### config.mk
export PLATFORM = sky130hd
export DESIGN_NAME = min_max_three_term_fuzzifier_top
export DESIGN_NICKNAME = d
export VERILOG_FILES = /design/src/mmfuzz_pkg.sv /design/src/mmfuzz_front.sv /design/src/mmfuzz_queue.sv /design/src/mmfuzz_back.sv /design/src/min_max_three_term_fuzzifier_top.sv
export VERILOG_INCLUDE_DIRS = /design/src /design/src/src
export SDC_FILE = /design/constraint.sdc
export NUM_CORES = 1
export LEC_CHECK = 0
export ABC_AREA = 1
export BUFFER_PORTS_ARGS = -buffer_cell sky130_fd_sc_hd__buf_2
export CAP_MARGIN = 5
export CELL_PAD_IN_SITES_DETAIL_PLACEMENT = 2
export CELL_PAD_IN_SITES_GLOBAL_PLACEMENT = 2
export CORE_AREA = 2 2 200 349
export CTS_BUF_LIST = sky130_fd_sc_hd__clkbuf_4 sky130_fd_sc_hd__clkbuf_8 sky130_fd_sc_hd__clkbuf_16
export CTS_CLUSTER_DIAMETER = 150
export DETAILED_ROUTE_END_ITERATION = 8
export DIE_AREA = 0 0 202 351
export GPL_TIMING_DRIVEN = 0
export PLACE_DENSITY = 0.93
export RECOVER_POWER = 25
export SYNTH_ARGS = -nofsm -noshare
export SYNTH_HDL_FRONTEND = slang
export SYNTH_HIERARCHICAL = 1
export SYNTH_SLANG_ARGS = --single-unit
### constraint.sdc
create_clock -name clk -period 5.9 [get_ports clk]
set_input_delay 0.295 -clock clk [delete_from_list [all_inputs] [get_ports clk]]
set_output_delay 0.295 -clock clk [all_outputs]
set_load 0.02 [all_outputs]
### src/min_max_three_term_fuzzifier_top_assert.svh
// Assertion macros used by the fuzzifier back end.
`ifndef MIN_MAX_THREE_TERM_FUZZIFIER_TOP_ASSERT_SVH
`define MIN_MAX_THREE_TERM_FUZZIFIER_TOP_ASSERT_SVH
`ifndef SYNTHESIS
`define MMF_ASSERT(lbl, clk, rst_n, prop) \
  lbl: assert property (@(posedge clk) disable iff (!rst_n) prop) \
    else $error("fuzzifier assertion failed");
`define MMF_ASSERT_NORST(lbl, clk, prop) \
  lbl: assert property (@(posedge clk) prop) \
    else $error("fuzzifier reset assertion failed");
`else
`define MMF_ASSERT(lbl, clk, rst_n, prop)
`define MMF_ASSERT_NORST(lbl, clk, prop)
`endif
`endif

### src/mmfuzz_pkg.sv
// Package with the action codes of the fuzzifier.
package mmfuzz_pkg;

  typedef enum logic [1:0] {
    ACT_CLEAR = 2'd0,
    ACT_ACCUM = 2'd1,
    ACT_FUZZ  = 2'd2
  } action_t;

endpackage

### src/mmfuzz_front.sv
// Front end: range tracking and snapshot of span and offset for fuzzify transactions.
module mmfuzz_front #(
  parameter int SAMPLE_BITS = 32
) (
  input  logic                          clk,
  input  logic                          rst_n,
  input  logic                          in_push,
  output logic                          in_full,
  input  logic [1:0]                    in_action,
  input  logic signed [SAMPLE_BITS-1:0] in_sample_value,
  input  logic                          q_full,
  output logic                          q_push,
  output logic [2*SAMPLE_BITS+1:0]      q_data
);

  localparam int S = SAMPLE_BITS;
  localparam logic signed [S-1:0] MOST_POS = {1'b0, {(S-1){1'b1}}};
  localparam logic signed [S-1:0] MOST_NEG = {1'b1, {(S-1){1'b0}}};

  logic signed [S-1:0] range_min_r, range_min_nxt;
  logic signed [S-1:0] range_max_r, range_max_nxt;
  logic                accept;
  logic [S-1:0]        span;
  logic signed [S:0]   offset;
  logic                span_empty;

  assign in_full = q_full;
  assign accept  = in_push && !q_full;

  assign span       = range_max_r - range_min_r;
  assign offset     = {in_sample_value[S-1], in_sample_value} - {range_min_r[S-1], range_min_r};
  assign span_empty = (range_max_r <= range_min_r);

  assign q_data = {span_empty, span, offset};

  always_comb begin
    range_min_nxt = range_min_r;
    range_max_nxt = range_max_r;
    q_push        = 1'b0;
    if (accept) begin
      case (mmfuzz_pkg::action_t'(in_action))
        mmfuzz_pkg::ACT_CLEAR: begin
          range_min_nxt = MOST_POS;
          range_max_nxt = MOST_NEG;
        end
        mmfuzz_pkg::ACT_ACCUM: begin
          if (in_sample_value < range_min_r) range_min_nxt = in_sample_value;
          if (in_sample_value > range_max_r) range_max_nxt = in_sample_value;
        end
        mmfuzz_pkg::ACT_FUZZ: begin
          q_push = 1'b1;
        end
        default: begin
        end
      endcase
    end
  end

  always_ff @(posedge clk) begin
    if (!rst_n) begin
      range_min_r <= MOST_POS;
      range_max_r <= MOST_NEG;
    end else begin
      range_min_r <= range_min_nxt;
      range_max_r <= range_max_nxt;
    end
  end

endmodule

### src/mmfuzz_queue.sv
// Two-entry queue between the front end and the divider back end.
module mmfuzz_queue #(
  parameter int WIDTH = 66
) (
  input  logic             clk,
  input  logic             rst_n,
  input  logic             push,
  output logic             full,
  input  logic [WIDTH-1:0] wdata,
  input  logic             pop,
  output logic             empty,
  output logic [WIDTH-1:0] rdata
);

  localparam int DEPTH = 2;
  localparam int PTR_W = $clog2(DEPTH);
  localparam int CNT_W = $clog2(DEPTH + 1);

  logic [WIDTH-1:0] entry_r [DEPTH];
  logic [PTR_W-1:0] wr_ptr_r, wr_ptr_nxt;
  logic [PTR_W-1:0] rd_ptr_r, rd_ptr_nxt;
  logic [CNT_W-1:0] count_r, count_nxt;
  logic             do_push;
  logic             do_pop;

  assign full    = (count_r == CNT_W'(DEPTH));
  assign empty   = (count_r == '0);
  assign rdata   = entry_r[rd_ptr_r];
  assign do_push = push && !full;
  assign do_pop  = pop && !empty;

  always_comb begin
    wr_ptr_nxt = do_push ? wr_ptr_r + PTR_W'(1) : wr_ptr_r;
    rd_ptr_nxt = do_pop ? rd_ptr_r + PTR_W'(1) : rd_ptr_r;
    count_nxt  = count_r + CNT_W'(do_push) - CNT_W'(do_pop);
  end

  always_ff @(posedge clk) begin
    if (do_push) entry_r[wr_ptr_r] <= wdata;
    if (!rst_n) begin
      wr_ptr_r <= '0;
      rd_ptr_r <= '0;
      count_r  <= '0;
    end else begin
      wr_ptr_r <= wr_ptr_nxt;
      rd_ptr_r <= rd_ptr_nxt;
      count_r  <= count_nxt;
    end
  end

endmodule

### src/mmfuzz_back.sv
// Back end: region classification, radix-2 divider and result register.
`include "min_max_three_term_fuzzifier_top_assert.svh"
module mmfuzz_back #(
  parameter int SAMPLE_BITS = 32,
  parameter int GRADE_BITS  = 16
) (
  input  logic                     clk,
  input  logic                     rst_n,
  input  logic                     q_empty,
  output logic                     q_pop,
  input  logic [2*SAMPLE_BITS+1:0] q_data,
  output logic                     out_empty,
  input  logic                     out_pop,
  output logic [GRADE_BITS-1:0]    out_grade_low,
  output logic [GRADE_BITS-1:0]    out_grade_mid,
  output logic [GRADE_BITS-1:0]    out_grade_high,
  output logic                     out_span_empty
);

  localparam int S     = SAMPLE_BITS;
  localparam int G     = GRADE_BITS;
  localparam int CNT_W = $clog2(G);
  localparam logic [CNT_W-1:0] LAST = CNT_W'(G - 1);
  localparam logic [G-1:0]     ONE  = {1'b1, {(G-1){1'b0}}};

  typedef enum logic [1:0] {S_IDLE, S_SETUP, S_DIV, S_PUT} state_t;
  typedef enum logic [2:0] {R_EMPTY, R_BELOW, R_RISE, R_FALL, R_ABOVE} region_t;

  state_t            state_r, state_nxt;
  region_t           region_r, region_nxt;
  logic              spanz_r, spanz_nxt;
  logic signed [S:0] offs_r, offs_nxt;
  logic [S-1:0]      div_r, div_nxt;
  logic [S:0]        rem_r, rem_nxt;
  logic [G-1:0]      quo_r, quo_nxt;
  logic [CNT_W-1:0]  cnt_r, cnt_nxt;
  logic              out_valid_r, out_valid_nxt;
  logic [G-1:0]      out_lo_r, out_lo_nxt;
  logic [G-1:0]      out_md_r, out_md_nxt;
  logic [G-1:0]      out_hi_r, out_hi_nxt;
  logic              out_se_r, out_se_nxt;

  logic signed [S+1:0] offs2;
  logic signed [S+1:0] offsx;
  logic signed [S+1:0] divx;
  logic [S:0]          fall_y;
  logic [S:0]          shifted;
  logic                ge;
  logic [G-1:0]        compl;
  logic                out_free;

  assign offs2    = {offs_r, 1'b0};
  assign offsx    = {offs_r[S], offs_r};
  assign divx     = $signed({2'b00, div_r});
  assign fall_y   = offs2[S:0] - {1'b0, div_r};
  assign shifted  = (cnt_r == '0) ? rem_r : {rem_r[S-1:0], 1'b0};
  assign ge       = (shifted >= {1'b0, div_r});
  assign compl    = ONE - quo_r - G'(rem_r != '0);
  assign out_free = !out_valid_r || out_pop;

  assign q_pop          = (state_r == S_IDLE) && !q_empty;
  assign out_empty      = !out_valid_r;
  assign out_grade_low  = out_lo_r;
  assign out_grade_mid  = out_md_r;
  assign out_grade_high = out_hi_r;
  assign out_span_empty = out_se_r;

  always_comb begin
    state_nxt     = state_r;
    region_nxt    = region_r;
    spanz_nxt     = spanz_r;
    offs_nxt      = offs_r;
    div_nxt       = div_r;
    rem_nxt       = rem_r;
    quo_nxt       = quo_r;
    cnt_nxt       = cnt_r;
    out_valid_nxt = out_valid_r && !out_pop;
    out_lo_nxt    = out_lo_r;
    out_md_nxt    = out_md_r;
    out_hi_nxt    = out_hi_r;
    out_se_nxt    = out_se_r;
    case (state_r)
      S_IDLE: begin
        if (!q_empty) begin
          spanz_nxt = q_data[2*S+1];
          div_nxt   = q_data[2*S:S+1];
          offs_nxt  = $signed(q_data[S:0]);
          state_nxt = S_SETUP;
        end
      end
      S_SETUP: begin
        cnt_nxt = '0;
        quo_nxt = '0;
        rem_nxt = '0;
        if (spanz_r) begin
          region_nxt = R_EMPTY;
          state_nxt  = S_PUT;
        end else if (offs_r < 0) begin
          region_nxt = R_BELOW;
          state_nxt  = S_PUT;
        end else if (offs2 <= divx) begin
          region_nxt = R_RISE;
          rem_nxt    = offs2[S:0];
          state_nxt  = S_DIV;
        end else if (offsx <= divx) begin
          region_nxt = R_FALL;
          rem_nxt    = fall_y;
          state_nxt  = S_DIV;
        end else begin
          region_nxt = R_ABOVE;
          state_nxt  = S_PUT;
        end
      end
      S_DIV: begin
        rem_nxt = ge ? shifted - {1'b0, div_r} : shifted;
        quo_nxt = {quo_r[G-2:0], ge};
        cnt_nxt = cnt_r + CNT_W'(1);
        if (cnt_r == LAST) state_nxt = S_PUT;
      end
      S_PUT: begin
        if (out_free) begin
          out_valid_nxt = 1'b1;
          out_lo_nxt    = '0;
          out_md_nxt    = '0;
          out_hi_nxt    = '0;
          out_se_nxt    = 1'b0;
          case (region_r)
            R_EMPTY: out_se_nxt = 1'b1;
            R_BELOW: out_lo_nxt = ONE;
            R_RISE: begin
              out_md_nxt = quo_r;
              out_lo_nxt = compl;
            end
            R_FALL: begin
              out_hi_nxt = quo_r;
              out_md_nxt = compl;
            end
            R_ABOVE: out_hi_nxt = ONE;
            default: out_se_nxt = 1'b0;
          endcase
          state_nxt = S_IDLE;
        end
      end
      default: state_nxt = S_IDLE;
    endcase
  end

  always_ff @(posedge clk) begin
    region_r <= region_nxt;
    spanz_r  <= spanz_nxt;
    offs_r   <= offs_nxt;
    div_r    <= div_nxt;
    rem_r    <= rem_nxt;
    quo_r    <= quo_nxt;
    cnt_r    <= cnt_nxt;
    out_lo_r <= out_lo_nxt;
    out_md_r <= out_md_nxt;
    out_hi_r <= out_hi_nxt;
    out_se_r <= out_se_nxt;
    if (!rst_n) begin
      state_r     <= S_IDLE;
      out_valid_r <= 1'b0;
    end else begin
      state_r     <= state_nxt;
      out_valid_r <= out_valid_nxt;
    end
  end

  `MMF_ASSERT_NORST(a_reset_idle, clk, !rst_n |=> !out_valid_r && state_r == S_IDLE)
  `MMF_ASSERT(a_div_runs, clk, rst_n, state_r == S_DIV && cnt_r != LAST |=> state_r == S_DIV)
  `MMF_ASSERT(a_rem_below_div, clk, rst_n, state_r == S_DIV && cnt_r != '0 |-> rem_r < {1'b0, div_r})
  `MMF_ASSERT(a_empty_zero, clk, rst_n, out_valid_r && out_se_r |-> out_lo_r == '0 && out_md_r == '0 && out_hi_r == '0)
  `MMF_ASSERT(a_grade_max, clk, rst_n, out_valid_r |-> out_lo_r <= ONE && out_md_r <= ONE && out_hi_r <= ONE)

endmodule

### src/min_max_three_term_fuzzifier_top.sv
// A fuzzify transaction shows on the result ports after the radix-2 divider when its sample
// lies inside the range, and without a division otherwise; clear and accumulate give none.
// The back end takes a new fuzzify transaction only once its last result is put out, the
// divider doing one quotient bit per cycle; clear and accumulate only update the front end.
// Reset (synchronous, rst_n low): range empty, queue empty, divider idle, no result waiting.
module min_max_three_term_fuzzifier_top #(
  parameter int SAMPLE_BITS = 32,
  parameter int GRADE_BITS  = 16
) (
  input  logic                          clk,
  input  logic                          rst_n,
  input  logic                          in_push,
  output logic                          in_full,
  input  logic [1:0]                    in_action,
  input  logic signed [SAMPLE_BITS-1:0] in_sample_value,
  output logic                          out_empty,
  input  logic                          out_pop,
  output logic [GRADE_BITS-1:0]         out_grade_low,
  output logic [GRADE_BITS-1:0]         out_grade_mid,
  output logic [GRADE_BITS-1:0]         out_grade_high,
  output logic                          out_span_empty
);

  localparam int QW = 2 * SAMPLE_BITS + 2;

  logic          q_push;
  logic          q_full;
  logic [QW-1:0] q_wdata;
  logic          q_pop;
  logic          q_empty;
  logic [QW-1:0] q_rdata;

  mmfuzz_front #(
    .SAMPLE_BITS(SAMPLE_BITS)
  ) u_front (
    .clk            (clk),
    .rst_n          (rst_n),
    .in_push        (in_push),
    .in_full        (in_full),
    .in_action      (in_action),
    .in_sample_value(in_sample_value),
    .q_full         (q_full),
    .q_push         (q_push),
    .q_data         (q_wdata)
  );

  mmfuzz_queue #(
    .WIDTH(QW)
  ) u_queue (
    .clk  (clk),
    .rst_n(rst_n),
    .push (q_push),
    .full (q_full),
    .wdata(q_wdata),
    .pop  (q_pop),
    .empty(q_empty),
    .rdata(q_rdata)
  );

  mmfuzz_back #(
    .SAMPLE_BITS(SAMPLE_BITS),
    .GRADE_BITS (GRADE_BITS)
  ) u_back (
    .clk           (clk),
    .rst_n         (rst_n),
    .q_empty       (q_empty),
    .q_pop         (q_pop),
    .q_data        (q_rdata),
    .out_empty     (out_empty),
    .out_pop       (out_pop),
    .out_grade_low (out_grade_low),
    .out_grade_mid (out_grade_mid),
    .out_grade_high(out_grade_high),
    .out_span_empty(out_span_empty)
  );

endmodule
==> results.py, run 1 <==
metrics = {
    "timing": {
        "setup_viol": 0,
        "fin_crit_ns": 5.26,
        "worstMarginPinSlew_ns": 1.95,
        "period_share_pct": 89.2,
        "hold_viol_final": 1,
        "max_freq_mhz": 190,
        "slew_viol_final": 45,
        "slew_headroom_pct": -30.0,
        "fin_tns_setup_ns": 0,
        "rsz0062_at_grt": "false",
        "fin_hold_ws_ns": -0.00286,
        "fin_skew_ns": 0.0304,
    },
    "synth": {
        "synth_area_um2": 26200,
        "ys.flop_type": "edfxtp_1",
        "yosys.cell_types.count": 53,
        "synth_warnings": 6,
        "syn_avg_cell_area_um2": 8.08,
        "synthCells": 3248,
        "syn_nets": 3509,
        "ys_async_sr_fraction_pct": 0,
        "synth-edff-count": 303,
        "ys_seq_area_share_pct": 40.2,
        "synth-seq-cells": 375,
    },
    "status": {
        "status": "finished with violations",
        "violations": "negative hold slack, max-capacitance violations, max-slew violations",
    },
    "grt": {
        "grt_max_degree": 44,
        "grt_pass1_vias": 29643,
        "antenna_found_initial": 1,
        "grt_usage_pct": 37.9,
        "overflow": 0,
        "grt_first_pass_wirelength_mm": 196,
    },
    "layout": {
        "num-fill-cells": 7696,
        "layout_common_cells": "nand2_1 (852), inv_1 (421), edfxtp_1 (303)",
        "nets": 3648,
        "layout_commonest_cell": "nand2_1",
        "area_growth_pct": 11.3,
        "drive_gt1_share_pct": 6.82,
        "design_area_um2": 29200,
    },
    "place": {
        "place_congestion": 0.945,
        "port_buffers": 88,
        "place_area_um2": 28000,
        "dp_hpwl_mm": 92.9,
    },
    "floorplan": {
        "initial_core_util_pct": 38.5,
        "coreArea_um2": 68200,
        "dieWidth_um": 202,
        "io_pins": 89,
        "dieArea_um2": 70900,
        "row_count": 127,
        "fp.dieH_um": 351,
    },
    "worst_setup_path": {
        "r2r_cells": 20,
        "crit_fanout": 10,
        "cp.required_ns": 6.27,
        "end_kind": "flip-flop",
        "cp_data_arrival_time_ns": 5.64,
        "worst_r2r_startpoint": "u_back/cnt_r[0]$_SDFFCE_PN0P_",
        "cp-startpoint": "u_back/cnt_r[0]$_SDFFCE_PN0P_",
        "start_kind": "flip-flop",
        "r2r_end": "u_back/rem_r[29]$_DFFE_PP_",
        "cp-endpoint": "u_back/rem_r[29]$_DFFE_PP_",
        "crit_type": "reg2reg",
        "rrSetupSlack_ns": 0.64,
    },
    "drt": {
        "drt_wl_total_mm": 135,
        "post_drt_wl_per_cell_um": 31.3,
        "first_iter_violations": 1723,
        "drt_pass1_iterations": 7,
        "antenna_left": 0,
        "vias": 26179,
        "vias_per_cell": 6.06,
        "route.detailed.drc": 0,
    },
    "clock_network": {
        "cts_tree": "yes",
        "post-cts-setup-buffers": 0,
        "cts_htree_levels": 2,
        "numClockSinks": 375,
        "insertion_delay_ns": 0.64,
        "numCtsBuffers": 40,
        "clockBufferDepth": 3,
        "cts.clk_slew.worst_paths_ns": 0.07,
        "cts-root-buf": "clkbuf_16",
    },
    "power_and_ir_drop": {
        "vdd_drop_max_v": 0.000257,
        "total_power_mw": 13.4,
        "p_leak_nw": 13.4,
        "power_density_nw_per_um2": 459,
    },
    "run": {
        "drv_cap": 5,
    },
    "hold_path": {
        "hp-class": "in2reg",
    },
}
Yosys cell counts (3+ instances only):
library cell / n / area, um2
o211ai_1: 6 / 45.0
xnor2_1: 44 / 385
nor4_1: 14 / 87.6
buf_1: 6 / 22.5
o21ai_1: 8 / 40.0
nor2_1: 272 / 1020
buf_4: 6 / 45.0
nand2_1: 852 / 3200
inv_1: 422 / 1580
ha_1: 219 / 2740
a211oi_1: 8 / 60.1
nand2_2: 11 / 68.8
a31oi_1: 11 / 68.8
o22ai_1: 15 / 93.8
nand3_1: 257 / 1290
buf_2: 20 / 100
or2_2: 3 / 18.8
o21a_1: 10 / 75.1
xor2_1: 67 / 587
o21ai_0: 96 / 480
nor3_1: 28 / 140
nand4_1: 28 / 175
nand3b_1: 39 / 293
mux2_4: 40 / 601
edfxtp_1: 303 / 9100
nand3_2: 3 / 30.0
clkbuf_1: 41 / 154
buf_6: 12 / 135
mux2_2: 26 / 293
o21bai_1: 30 / 225
inv_2: 6 / 22.5
a21oi_1: 212 / 1060
a21boi_0: 9 / 67.6
a21o_1: 25 / 188
dfxtp_1: 72 / 1440
fa_1: 4 / 80.1
worst max-delay path, cell delays in order (launching register included):
cell and delay (ns):
edfxtp_1 0.40, inv_1 0.08, ha_1 0.31, nand2_2 0.34, clkbuf_1 0.80, o21ai_0 0.37, ha_1 0.41, nand3_1 0.08
nand2_1 0.15, nand3_1 0.09, nand2_1 0.25, nand2_1 0.11, nand2_2 0.17, nand3_1 0.18, nand2_1 0.17, nand2_2 0.22
nand2_4 0.28, buf_6 0.22, nand3_1 0.14, nand3_1 0.10, nand2_1 0.09
how the worst min path moves through the flow:
stage | startpoint | end | slack [ns] | depth (start not counted)
6_report | out_pop | u_back/out_valid_r$_SDFF_PN0_ | -0.003 | 4
5_1_grt | out_pop | u_back/out_valid_r$_SDFF_PN0_ | 0.02 | 4
4_1_cts | out_pop | u_back/out_valid_r$_SDFF_PN0_ | 0.009 | 4
3_5_place_dp | u_front/range_min_r[5]$_SDFFE_PN1P_ | u_front/range_min_r[5]$_SDFFE_PN1P_ | 0.45 | 2
3_3_place_gp | u_front/range_min_r[12]$_SDFFE_PN1P_ | u_front/range_min_r[12]$_SDFFE_PN1P_ | 0.44 | 2
2_1_floorplan | rst_n | u_queue/count_r[0]$_SDFF_PN0_ | 0.39 | 2
metal layers:
metal  GRT usage (%)  vias up  routed length [um]
met5               0        -                  13
met4            39.5        2               16500
met3            7.17      770                6780
met2            69.4     1328               69300
met1            33.6    12966               42700
li1                -    11113                   -
sequential cells by signal (all words and copies together) (netlist names), 2 cells and up, named ones only:
register / count
u_back/rem_r: 33
u_back/quo_r: 16
u_back/out_grade_mid: 16
u_front/range_min_r: 32
u_back/region_r: 3
u_back/out_grade_low: 16
u_back/offs_r: 33
u_queue/count_r: 2
u_back/out_grade_high: 16
u_back/state_r: 2
u_back/div_r: 32
u_queue/entry_r: 132
u_back/cnt_r: 4
u_front/range_max_r: 32
power breakdown:
| group | switching [mW] | total (mW) | internal, mW |
|---|---|---|---|
| Clock | 1.27 | 2.83 | 1.56 |
| Sequential | 0.314 | 3.75 | 3.43 |
| Combinational | 4.87 | 6.84 | 1.97 |
| Total | 6.46 | 13.4 | 6.96 |
through the flow:
stage / setup WS, ns / cells / utilization, %
6_report: 0.639 / 4322 / 42.8
5_1_grt: 0.448 / 4321 / 42.8
4_1_cts: 1.04 / 4319 / 43.1
3_5_place_dp: 1.12 / 4245 / 41.0
3_3_place_gp: 0.0275 / 4239 / 40.8
2_1_floorplan: 1.27 / 3248 / -
repair_timing:
item,CTS,global route
setup endpoints to repair,0,0
hold buffers,1,0
resized for setup,0,0
endpoints found under the hold margin,2,0
final cells by class:
type                            count  area [um2]  area share, %
Multi-Input combinational cell   2359       13600           46.6
Sequential cell                   375       10500           36.1
Inverter                          429        1610           5.51
Clock buffer                       54        1150           3.95
Tap cell                          903        1130           3.87
Timing Repair Buffer               97         510           1.75
Buffer                             85         425           1.46
Clock inverter                     19         218          0.745
Antenna cell                        1        2.50        0.00857
logic make-up after synthesis:
family | share of synthesized area [%]
multiplexers | 3.40
flip-flops | 40.2
adder cells (fa/ha/maj) | 10.7
XOR/XNOR | 3.70
buffers and inverters | 7.87
AO/OA/AOI/OAI | 9.50
AND/OR/NAND/NOR | 24.6
Note: power is estimated with default switching activity, not from simulation.
==> run 2: changes to the inputs <==
CORE_AREA = 2 2 197 344   (was 2 2 200 349)
DIE_AREA = 0 0 199 346   (was 0 0 202 351)
PLACE_DENSITY = 0.95   (was 0.93)
clock period = 6.15 ns   (was 5.9 ns; I/O delays follow)
==> run 2 against run 1 <==
  * The run ends with max-capacitance violations, max-slew violations left
  * Power fell by 4.1%
  * Critical path depth unchanged
  * Clock power decreased by 9.5%
  * Die area is 2.9% lower
  * Sequential share of layout area up 0.28 points
  * Register-to-register slack gained 0.26 ns
  * Cell area fell by 0.78%
  * Via count rose by 2.0%
  * First-iteration DRC count up 28%
==> results.py, run 2 (same netlist as run 1, synthesis figures left out) <==
metrics = {
    "clock_network": {
        "cts.clk_slew.worst_paths_ns": 0.07,
        "numCtsBuffers": 39,
        "numClockSinks": 375,
        "cts_resized": 0,
        "cts-root-buf": "clkbuf_16",
        "post-cts-setup-buffers": 0,
        "cts_tree": "yes",
        "cts_htree_levels": 2,
        "insertion_delay_ns": 0.61,
        "postCtsHoldBufs": 0,
        "clockBufferDepth": 3,
    },
    "worst_setup_path": {
        "end_kind": "flip-flop",
        "crit_fanout": 10,
        "crit_type": "reg2reg",
        "start_kind": "flip-flop",
        "cp.required_ns": 6.48,
        "cp_data_arrival_time_ns": 5.58,
    },
    "timing": {
        "period_share_pct": 85.4,
        "hold_viol_final": 0,
        "fin_tns_setup_ns": 0,
        "fin_skew_ns": 0.0372,
        "setup_viol": 0,
        "max_freq_mhz": 190,
        "setup_slack_ns": 0.901,
        "slew_headroom_pct": -23.8,
        "fin_crit_ns": 5.25,
        "rsz0062_at_grt": "false",
        "worstMarginPinSlew_ns": 1.86,
        "slew_viol_final": 14,
    },
    "power_and_ir_drop": {
        "pwr-share-seq_pct": 28.1,
        "power.switching_mw": 6.34,
        "internal-power_mw": 6.53,
        "p_leak_nw": 13.2,
        "vdd_drop_max_v": 0.000260,
        "switching_share_pct": 49.3,
        "p_clk_share_pct": 19.9,
        "power_density_nw_per_um2": 444,
        "combPwrFrac_pct": 52.0,
    },
    "place": {
        "port_buffers": 88,
        "dpl.cell_count": 4231,
        "place_congestion": 0.932,
        "dp_hpwl_mm": 97.3,
        "place_ws_ns": 1.33,
        "place_area_um2": 28000,
    },
    "drt": {
        "drt_pass1_iterations": 6,
        "vias": 26702,
        "vias_per_cell": 6.21,
        "antenna_left": 0,
        "drt_wl_total_mm": 142,
        "first_iter_violations": 2198,
        "route.detailed.drc": 0,
        "post_drt_wl_per_cell_um": 32.9,
    },
    "floorplan": {
        "dieWidth_um": 199,
        "fp.dieH_um": 346,
        "initial_core_util_pct": 39.7,
        "io_pins": 89,
        "dieArea_um2": 68900,
        "row_count": 125,
        "coreArea_um2": 66200,
    },
    "grt": {
        "grt_first_pass_wirelength_mm": 208,
        "grt_usage_pct": 41.5,
        "grt_pass1_vias": 31159,
        "antenna_found_initial": 4,
        "grt_max_degree": 44,
        "overflow": 0,
    },
    "status": {
        "violations": "max-capacitance violations, max-slew violations",
        "status": "finished with violations",
    },
    "layout": {
        "finalNonFillerCells": 4302,
        "reg_top3": "u_queue/entry_r (132), u_back/offs_r (33), u_back/rem_r (33)",
        "largest-register": "u_queue/entry_r",
        "area_growth_pct": 10.4,
        "largest_reg_flops": 132,
        "design_area_um2": 29000,
        "num-fill-cells": 7497,
        "layout_common_cells": "nand2_1 (852), inv_1 (421), edfxtp_1 (303)",
        "drive_gt1_share_pct": 5.72,
        "nets": 3646,
        "layout_commonest_cell": "nand2_1",
    },
    "hold_path": {
        "hp-class": "in2reg",
    },
    "run": {
        "drv_cap": 1,
    },
}
run 2: cell types whose count changed in the layout (fill, tap and decap cells not counted), sizes merged:
cell         before  now
clkbuf          152  143
clkinv           13   15
inv             429  431
bufinv            4    3
diode             1    2
dlygate4sd3       1    0
run 2: worst paths after layout:
path | start | cells past startpoint | slack, ns | endpoint
max | u_back/cnt_r[0]$_SDFFCE_PN0P_ | 20 | 0.90 | u_back/rem_r[8]$_DFFE_PP_
min | rst_n | 3 | 0.04 | u_back/state_r[0]$_SDFFE_PN0P_
max reg2reg | u_back/cnt_r[0]$_SDFFCE_PN0P_ | 20 | 0.90 | u_back/rem_r[8]$_DFFE_PP_
min reg2reg | u_front/range_min_r[16]$_SDFFE_PN1P_ | 2 | 0.48 | u_front/range_min_r[16]$_SDFFE_PN1P_
run 2: worst max-delay path, stage by stage (launching register included):
cell and delay, ns:
edfxtp_1 0.44, inv_1 0.07, ha_1 0.28, nand2_2 0.29, clkbuf_1 0.82, o21ai_0 0.39, ha_1 0.42, nand3_1 0.09
nand2_1 0.14, nand3_1 0.09, nand2_1 0.23, nand2_1 0.11, nand2_2 0.16, nand3_1 0.15, nand2_1 0.20, nand2_2 0.23
nand2_4 0.28, buf_6 0.22, o21ai_1 0.11, nand3_1 0.11, nand2_1 0.12
run 2: power by group through the flow:
stage / Clock (mW) / Combinational (mW) / Sequential (mW)
finish: 2.56 / 6.70 / 3.61
global route: 2.64 / 7.10 / 3.64
CTS: 2.56 / 6.45 / 3.60
detailed placement: 0 / 6.10 / 3.63
global placement: 0 / 5.53 / 3.59
floorplan: 0 / 3.93 / 3.56
run 2: routing by layer:
| metal | wire length [um] | vias to the layer above | global-route usage, % | share of wire (%) |
|---|---|---|---|---|
| met5 | 29 | - | 0 | 0.020 |
| met4 | 19500 | 4 | 46.9 | 14 |
| met3 | 8790 | 935 | 9.86 | 6.2 |
| met2 | 70400 | 1563 | 72.8 | 50 |
| met1 | 42800 | 13095 | 35.7 | 30 |
| li1 | - | 11105 | - | - |
run 2: final cells by class:
class	count	area (um2)	area share, %
Tap cell	889	1110	3.84
Timing Repair Buffer	96	510	1.76
Inverter	429	1610	5.56
Multi-Input combinational cell	2359	13500	46.7
Sequential cell	375	10500	36.4
Antenna cell	2	5.00	0.0173
Clock buffer	45	1040	3.59
Clock inverter	22	211	0.730
Buffer	85	417	1.44
run 2: stage by stage:
stage	hold WS [ns]	utilization (%)	total power, mW
floorplan	0.401	-	7.49
global placement	0.437	42.0	9.11
detailed placement	0.443	42.2	9.73
CTS	0.0419	44.1	12.6
global route	0.0681	43.8	13.4
finish	0.0357	43.8	12.9
==> run 3: changes to the inputs <==
RECOVER_POWER = unset   (was 25)
SETUP_SLACK_MARGIN = 0.2   (was unset)
==> run 3 against run 2 <==
  * The flow now finishes without violations
  * Clock power about the same
  * Via count about the same
  * Sequential power about the same
  * Sequential cell count unchanged
  * Worst setup slack better by 0.0099 ns
  * Fmax up 0.19%
  * Count of clock-buffer cells in the layout unchanged
  * Power up 0.18%
  * Global-route usage unchanged
  * Cell area up 0.87%
  * Critical path type unchanged
==> results.py, run 3 (same netlist as run 1, synthesis figures left out) <==
metrics = {
    "status": {
        "status": "complete, no violations",
    },
    "drt": {
        "drt_pass1_iterations": 6,
        "vias_per_cell": 6.20,
        "antenna_left": 0,
        "route.detailed.drc": 0,
        "first_iter_violations": 2135,
        "post_drt_wl_per_cell_um": 32.9,
        "vias": 26677,
        "drt_wl_total_mm": 141,
    },
    "timing": {
        "rsz0062_at_grt": "false",
        "setup_viol": 0,
        "fin_skew_ns": 0.0309,
        "slew_headroom_pct": 14.7,
        "fin_crit_ns": 5.24,
        "max_freq_mhz": 191,
        "hold_viol_final": 0,
        "worstMarginPinSlew_ns": 1.27,
        "fin_tns_setup_ns": 0,
        "period_share_pct": 85.2,
        "slew_viol_final": 0,
    },
    "layout": {
        "layout_commonest_cell": "nand2_1",
        "reg_top3": "u_queue/entry_r (132), u_back/offs_r (33), u_back/rem_r (33)",
        "drive_gt1_share_pct": 8.85,
        "largest-register": "u_queue/entry_r",
        "area_growth_pct": 11.4,
        "num-fill-cells": 7403,
        "layout_common_cells": "nand2_1 (852), inv_1 (421), edfxtp_1 (303)",
        "largest_reg_flops": 132,
        "nets": 3646,
        "fin_util_pct": 44.2,
    },
    "power_and_ir_drop": {
        "p_clk_share_pct": 19.8,
        "p_leak_nw": 13.5,
        "combPwrFrac_pct": 52.2,
        "power_density_nw_per_um2": 441,
        "vdd_drop_max_v": 0.000260,
        "pwr-share-seq_pct": 28.1,
        "power.switching_mw": 6.34,
        "switching_share_pct": 49.2,
        "internal-power_mw": 6.55,
    },
    "worst_setup_path": {
        "start_kind": "flip-flop",
        "crit_fanout": 10,
        "worst_r2r_startpoint": "u_back/cnt_r[0]$_SDFFCE_PN0P_",
        "crit_type": "reg2reg",
        "cp-startpoint": "u_back/cnt_r[0]$_SDFFCE_PN0P_",
        "cp.required_ns": 6.48,
        "end_kind": "flip-flop",
        "cp_data_arrival_time_ns": 5.57,
    },
    "floorplan": {
        "dieArea_um2": 68900,
        "initial_core_util_pct": 39.7,
        "row_count": 125,
        "io_pins": 89,
        "dieWidth_um": 199,
        "coreArea_um2": 66200,
        "fp.dieH_um": 346,
    },
    "grt": {
        "grt_first_pass_wirelength_mm": 208,
        "overflow": 0,
        "antenna_found_initial": 4,
        "grt_max_degree": 44,
        "grt_pass1_vias": 31159,
        "grt_usage_pct": 41.5,
    },
    "run": {
        "drv_cap": 0,
    },
    "clock_network": {
        "cts_tree": "yes",
        "cts_resized": 0,
        "cts-root-buf": "clkbuf_16",
        "numCtsBuffers": 39,
        "numClockSinks": 375,
        "clockBufferDepth": 3,
        "postCtsHoldBufs": 0,
        "cts.clk_slew.worst_paths_ns": 0.07,
        "cts_htree_levels": 2,
        "insertion_delay_ns": 0.61,
        "post-cts-setup-buffers": 0,
    },
    "hold_path": {
        "worstHoldStart": "rst_n",
        "hp-class": "in2reg",
    },
    "place": {
        "port_buffers": 88,
        "place_congestion": 0.932,
        "dp_hpwl_mm": 97.3,
    },
}
==> run 3: layer usage <==
layer,up-vias,track usage (%),wire length (um)
li1,11106,-,-
met2,1489,72.8,70700
met4,8,46.9,19400
met1,13140,35.7,42500
met3,934,9.86,8690
met5,-,0,62
==> run 3: cell type report <==
type	count	area, um2	share of cell area (%)
multi-input cells	2359	13700	46.8
flip-flops and latches	375	10500	36.1
inverters	429	1610	5.51
well taps	889	1110	3.81
clock buffers	45	1040	3.56
repair buffers	96	573	1.96
plain buffers	85	457	1.56
clock inverters	22	211	0.723
diodes	2	5.00	0.0171
==> run 3: power groups by stage <==
| stage | registers, mW | clock network, mW | logic [mW] |
|---|---|---|---|
| detailed placement | 3.63 | 0 | 6.10 |
| CTS | 3.60 | 2.56 | 6.45 |
| finish | 3.62 | 2.55 | 6.72 |
| floorplan | 3.56 | 0 | 3.93 |
| global route | 3.64 | 2.64 | 7.12 |
| global placement | 3.59 | 0 | 5.53 |
==> run 3: stage by stage <==
| stage | std cells | total power [mW] | setup slack (ns) | area [um2] | hold slack (ns) |
|---|---|---|---|---|---|
| 2_1_floorplan | 3248 | 7.49 | 1.52 | 26200 | 0.401 |
| 3_3_place_gp | 4225 | 9.11 | 0.332 | 27800 | 0.437 |
| 3_5_place_dp | 4231 | 9.73 | 1.33 | 28000 | 0.443 |
| 4_1_cts | 4298 | 12.6 | 1.26 | 29200 | 0.0419 |
| 5_1_grt | 4300 | 13.4 | 0.780 | 29200 | 0.0681 |
| 6_report | 4302 | 12.9 | 0.910 | 29200 | 0.0417 |
==> run 3: critical path: stages (launching register included) <==
cell	delay, ns
edfxtp_1	0.43
inv_1	0.07
ha_1	0.28
nand2_2	0.29
clkbuf_1	0.83
o21ai_0	0.39
ha_1	0.42
nand3_1	0.09
nand2_1	0.14
nand3_1	0.09
nand2_1	0.23
nand2_1	0.10
nand2_2	0.15
nand3_1	0.15
nand2_1	0.20
nand2_2	0.23
nand2_4	0.28
buf_6	0.22
o21ai_1	0.12
nand3_1	0.11
nand2_1	0.11
==> run 3: worst paths after layout <==
check,cells past startpoint,slack [ns],endpoint
max,20,0.91,u_back/rem_r[8]$_DFFE_PP_
min,3,0.04,u_back/state_r[0]$_SDFFE_PN0P_
max reg2reg,20,0.91,u_back/rem_r[8]$_DFFE_PP_
min reg2reg,2,0.48,u_front/range_min_r[16]$_SDFFE_PN1P_
